[src/rtl/core/etbec_ram.sv]
// ----------------------------------------------------------------------------
// Simple dual-port RAM
// One write port and one read port with registered read data.
// ----------------------------------------------------------------------------
module etbec_ram #(
  parameter int DEPTH = 32,
  parameter int WIDTH = 32,
  parameter int AW    = (DEPTH > 1) ? $clog2(DEPTH) : 1
) (
  input  logic             clk_i,
  input  logic             we_i,
  input  logic [AW-1:0]    waddr_i,
  input  logic [WIDTH-1:0] wdata_i,
  input  logic [AW-1:0]    raddr_i,
  output logic [WIDTH-1:0] rdata_o
);

  logic [WIDTH-1:0] mem [DEPTH];

  // Write port.
  always_ff @(posedge clk_i) begin
    if (we_i) begin
      mem[waddr_i] <= wdata_i;
    end
  end

  // Read port, with registered read data.
  always_ff @(posedge clk_i) begin
    rdata_o <= mem[raddr_i];
  end

endmodule

[config.mk]
export PLATFORM = sky130hd
export DESIGN_NAME = etbec_ram
export DESIGN_NICKNAME = d
export VERILOG_FILES = /design/src/rtl/core/etbec_ram.sv
export SDC_FILE = /design/constraint.sdc
export NUM_CORES = 1
export LEC_CHECK = 0
export BUFFER_PORTS_ARGS = -buffer_cell sky130_fd_sc_hd__buf_4
export CELL_PAD_IN_SITES_DETAIL_PLACEMENT = 2
export CELL_PAD_IN_SITES_GLOBAL_PLACEMENT = 2
export CORE_MARGIN = 4
export CORE_UTILIZATION = 30
export DETAILED_ROUTE_END_ITERATION = 8
export HOLD_SLACK_MARGIN = 0.05
export PLACE_DENSITY_LB_ADDON = 0.12
export SLEW_MARGIN = 5
export SYNTH_ARGS = -nofsm -noshare
export SYNTH_HDL_FRONTEND = slang
export SYNTH_SLANG_ARGS = --single-unit
[constraint.sdc]
create_clock -name clk_i -period 3.2 [get_ports clk_i]
set_input_delay 0.32 -clock clk_i [delete_from_list [all_inputs] [get_ports clk_i]]
set_output_delay 0.32 -clock clk_i [all_outputs]
set_load 0.02 [all_outputs]
* After elaboration in Yosys (flattened, before gate mapping)
Memory sizes are Yosys's and may differ from the RTL's. A register that Yosys moved wholly into a read port is not among the register bits. Cells that the tools add are included.
Word-level totals: register bits 0, memories 1, latch bits 0, bits in writable memories 1024, bits in read-only memories 0
Operators by class: reduce and logical (&&, ||, !) cells 0, shift operators 0, bitwise operators 0, equality and inequality tests 0, $add $sub $neg 0, multipliers 0, divide/modulo/power cells 0, order comparisons 0, mux-type cells 2
Memory list:
- mem | words 32, bits a word 32, rd ports 1, clocked after memory_dff 1, write ports 1, line 18 | logic [WIDTH-1:0] mem [DEPTH];
Operators with widths (count):
- $mux W1 | 2

* Longest topological paths before layout
depth in word-level cells 2, depth in mapped cells 8, depth with buffers taken out 5

* Least setup slack after synthesis
OpenSTA, ideal clock, no wires.
path kind input to register, start point input port waddr_i[1], end point memory mem[12][0], enable pin, path buffers 1, cell stages on the path 3, path slack 0.446 ns, required time 2.779 ns, arrival time 2.333 ns, cells stage by stage or3b_2 -> clkbuf_1 -> nor2_1
RTL lines:
- start, declared | line 12 | input logic [AW-1:0] waddr_i,
- end, declared | line 18
No word-level cell before the write port.

==> results_dict.tcl <==
set metrics [dict create \
    core_sq_um 134000 \
    outcome "completed" \
    multi_input_area_sq_um 8610 \
    start_util_pct 30.3 \
    setup_viol_count_final 0 \
    start_kind "input pin" \
    drc 0 \
    fmax_ghz 0.425 \
    yosysTopAreaCell "edfxtp_1" \
    nets 2508 \
    grt_max_degree 64 \
    cp_max_fo 31 \
    yosysSeqAreaShare_pct 77.5 \
    io_pins 76 \
    die_w_microns 375 \
    grt_overflow 0 \
    die_area_sq_um 141000 \
    synth_warnings 0 \
    cts_tree "built" \
    numClockSinks 1056 \
    crit_type "input pin to register" \
    first_iter_violations 1564 \
    maxSlewViolCount 0 \
    cp.required_ns 3.81 \
    hold_class "input pin to register" \
    drive_gt1_share_pct 15.2 \
    drv_cap 0 \
    routed_wl_mm 128 \
    tns_ns 0 \
    syn_area_sq_um 40500 \
    n_fill_cell 13000 \
    clock_skew_ns 0.0140 \
    port_buffers 75 \
    p_leak_nw 16.7 \
    max_slew.worst_pin.slew_ns 0.848 \
    routedWlPerCell_microns 29.6 \
    grt_usage_pct 18.1 \
    cts_setup_buffers 0 \
    syn_to_final_growth_pct 19.2 \
    avgViaCountPerCell 5.03 \
    cts_buffers 130 \
    power.density_nw_per_um2 647 \
    end_kind "register" \
    synth_top_area_share_pct 76.0 \
    ant_nets 0 \
    grt_pass1_vias 24000 \
    rsz0062_at_grt "false" \
    hold_buffers 33 \
    max_slew_margin_pct 43.4 \
    hpwlAfterDp_mm 69.0 \
    register_area_sq_um 31400 \
    synth_area_per_cell_sq_um 17.9 \
    cp.arrival_ns 2.96 \
    firstDrtPassIters 5 \
    grt_pass1_wl_mm 181 \
    die_h_microns 375 \
    vias 21800 \
    clockBufferDepth 3 \
    vdd_ir_drop_max_v 0.000416 \
    insertion_delay_ns 0.75 \
    min_period_over_period_pct 73.5 \
    gp_congestion 0.711 \
    syn-num-nets 2304 \
    rows 134 \
    synth_cell_type_count 25 \
    synth_area_leaders "edfxtp_1, mux2i_1, a22oi_1" \
    fin_crit_ns 2.35 \
    final_hold_viol_count 0 \
    root_buffer "clkbuf_16" \
    synth_seq_cells 1056 \
    syn_inst 2260 \
    r2r_setup_slack_ns 1.63 \
    holdWs_ns 0.0897 \
    cts_resized 0 \
    clk_pin_slew_worst_paths_ns 0.05 \
    antenna_found_initial 11 \
    htree_levels 4 \
]
==> logic make-up (layout without fill, tap and decap cells) <==
| family | count (synthesis) | after routing | share of synthesized area [%] |
|---|---|---|---|
| AND/OR/NAND/NOR | 277 | 277 | 3.10 |
| flip-flops | 1056 | 1056 | 77.5 |
| multiplexers | 512 | 512 | 12.7 |
| buffers and inverters | 127 | 432 | 1.86 |
| AO/OA/AOI/OAI | 288 | 288 | 4.85 |
| other | 0 | 1 | 0 |
==> cell usage after synthesis <==
cell type,instances
or3_1,1
mux2i_1,512
nand3b_1,5
nor2b_1,1
buf_2,26
nor2_1,34
nor3_1,32
a31oi_1,32
and2_1,1
edfxtp_1,1024
and2b_1,1
a22o_1,64
buf_1,5
clkbuf_4,2
a22oi_1,96
or3b_2,3
buf_6,15
a21oi_1,96
nand2b_1,2
or2_2,1
nand2_1,98
clkbuf_1,46
buf_4,33
nand3_1,98
dfxtp_1,32
==> flip-flops by register name, indices dropped and copies added (netlist names) <==
name	flops
mem	1024
rdata_o	32
==> worst paths after layout <==
check	cells past startpoint	startpoint	end
min reg2reg	4	mem[16][25]$_DFFE_PP_	rdata_o[25]$_DFF_P_
min	5	raddr_i[1]	rdata_o[17]$_DFF_P_
max	9	raddr_i[2]	rdata_o[26]$_DFF_P_
max reg2reg	5	mem[3][5]$_DFFE_PP_	rdata_o[5]$_DFF_P_
==> critical path: stages <==
cell and delay, ns:
dlygate4sd3_1 0.53, buf_4 0.14, and2_4 0.54, buf_12 0.34, buf_4 0.32, a22o_1 0.19
nor3_1 0.09, a31oi_1 0.31, nand3_1 0.12
==> per-stage QoR <==
step / utilization [%] / setup WS [ns] / power, mW / cell area [sq um] / std cells
2_1_floorplan: - / 0.446 / 16.6 / 40500 / 2260
3_3_place_gp: 32.8 / 0.544 / 17.4 / 43900 / 4067
3_5_place_dp: 32.8 / 0.476 / 17.5 / 43900 / 4067
4_1_cts: 36.1 / 0.852 / 31.7 / 48300 / 4333
5_1_grt: 36.1 / 0.750 / 32.3 / 48300 / 4333
6_report: 36.1 / 0.847 / 31.2 / 48300 / 4334
==> layout by cell type, fill, tap and decap left out, types with 34 or more instances in the layout <==
cell type and instances:
edfxtp_1 1024, mux2i_1 512, clkbuf_16 133, buf_4 131, nand3_1 98, nand2_1 97
a22oi_1 96, a21oi_1 96, a22o_1 64, clkbuf_1 35, buf_12 34
==> layout make-up <==
cell class                 count  share of cell area (%)
sequential                  1056                    65.0
multi-input combinational   1077                    17.8
clock buffer                 173                    7.31
tap                         1768                    4.58
timing repair buffer         199                    4.16
clock inverter                60                    1.07
antenna                        1                 0.00518
==> report_power, final <==
group / total (mW) / internal, mW / leakage (nW) / switching (mW)
combinational: 1.69 / 0.567 / 5.17 / 1.13
sequential: 15.5 / 15.4 / 9.49 / 0.105
clock: 14.0 / 8.26 / 1.99 / 5.77
total: 31.2 / 24.2 / 16.7 / 7.00
==> layer usage <==
metal / track usage, % / part of all wire [%] / vias up
li1: - / - / 9403
met3: 2.67 / 3.3 / 159
met5: 0 / 0 / -
met1: 24.9 / 46 / 11800
met4: 5.04 / 2.2 / 0
met2: 30.0 / 48 / 409
(Power assumes the default switching activity.)
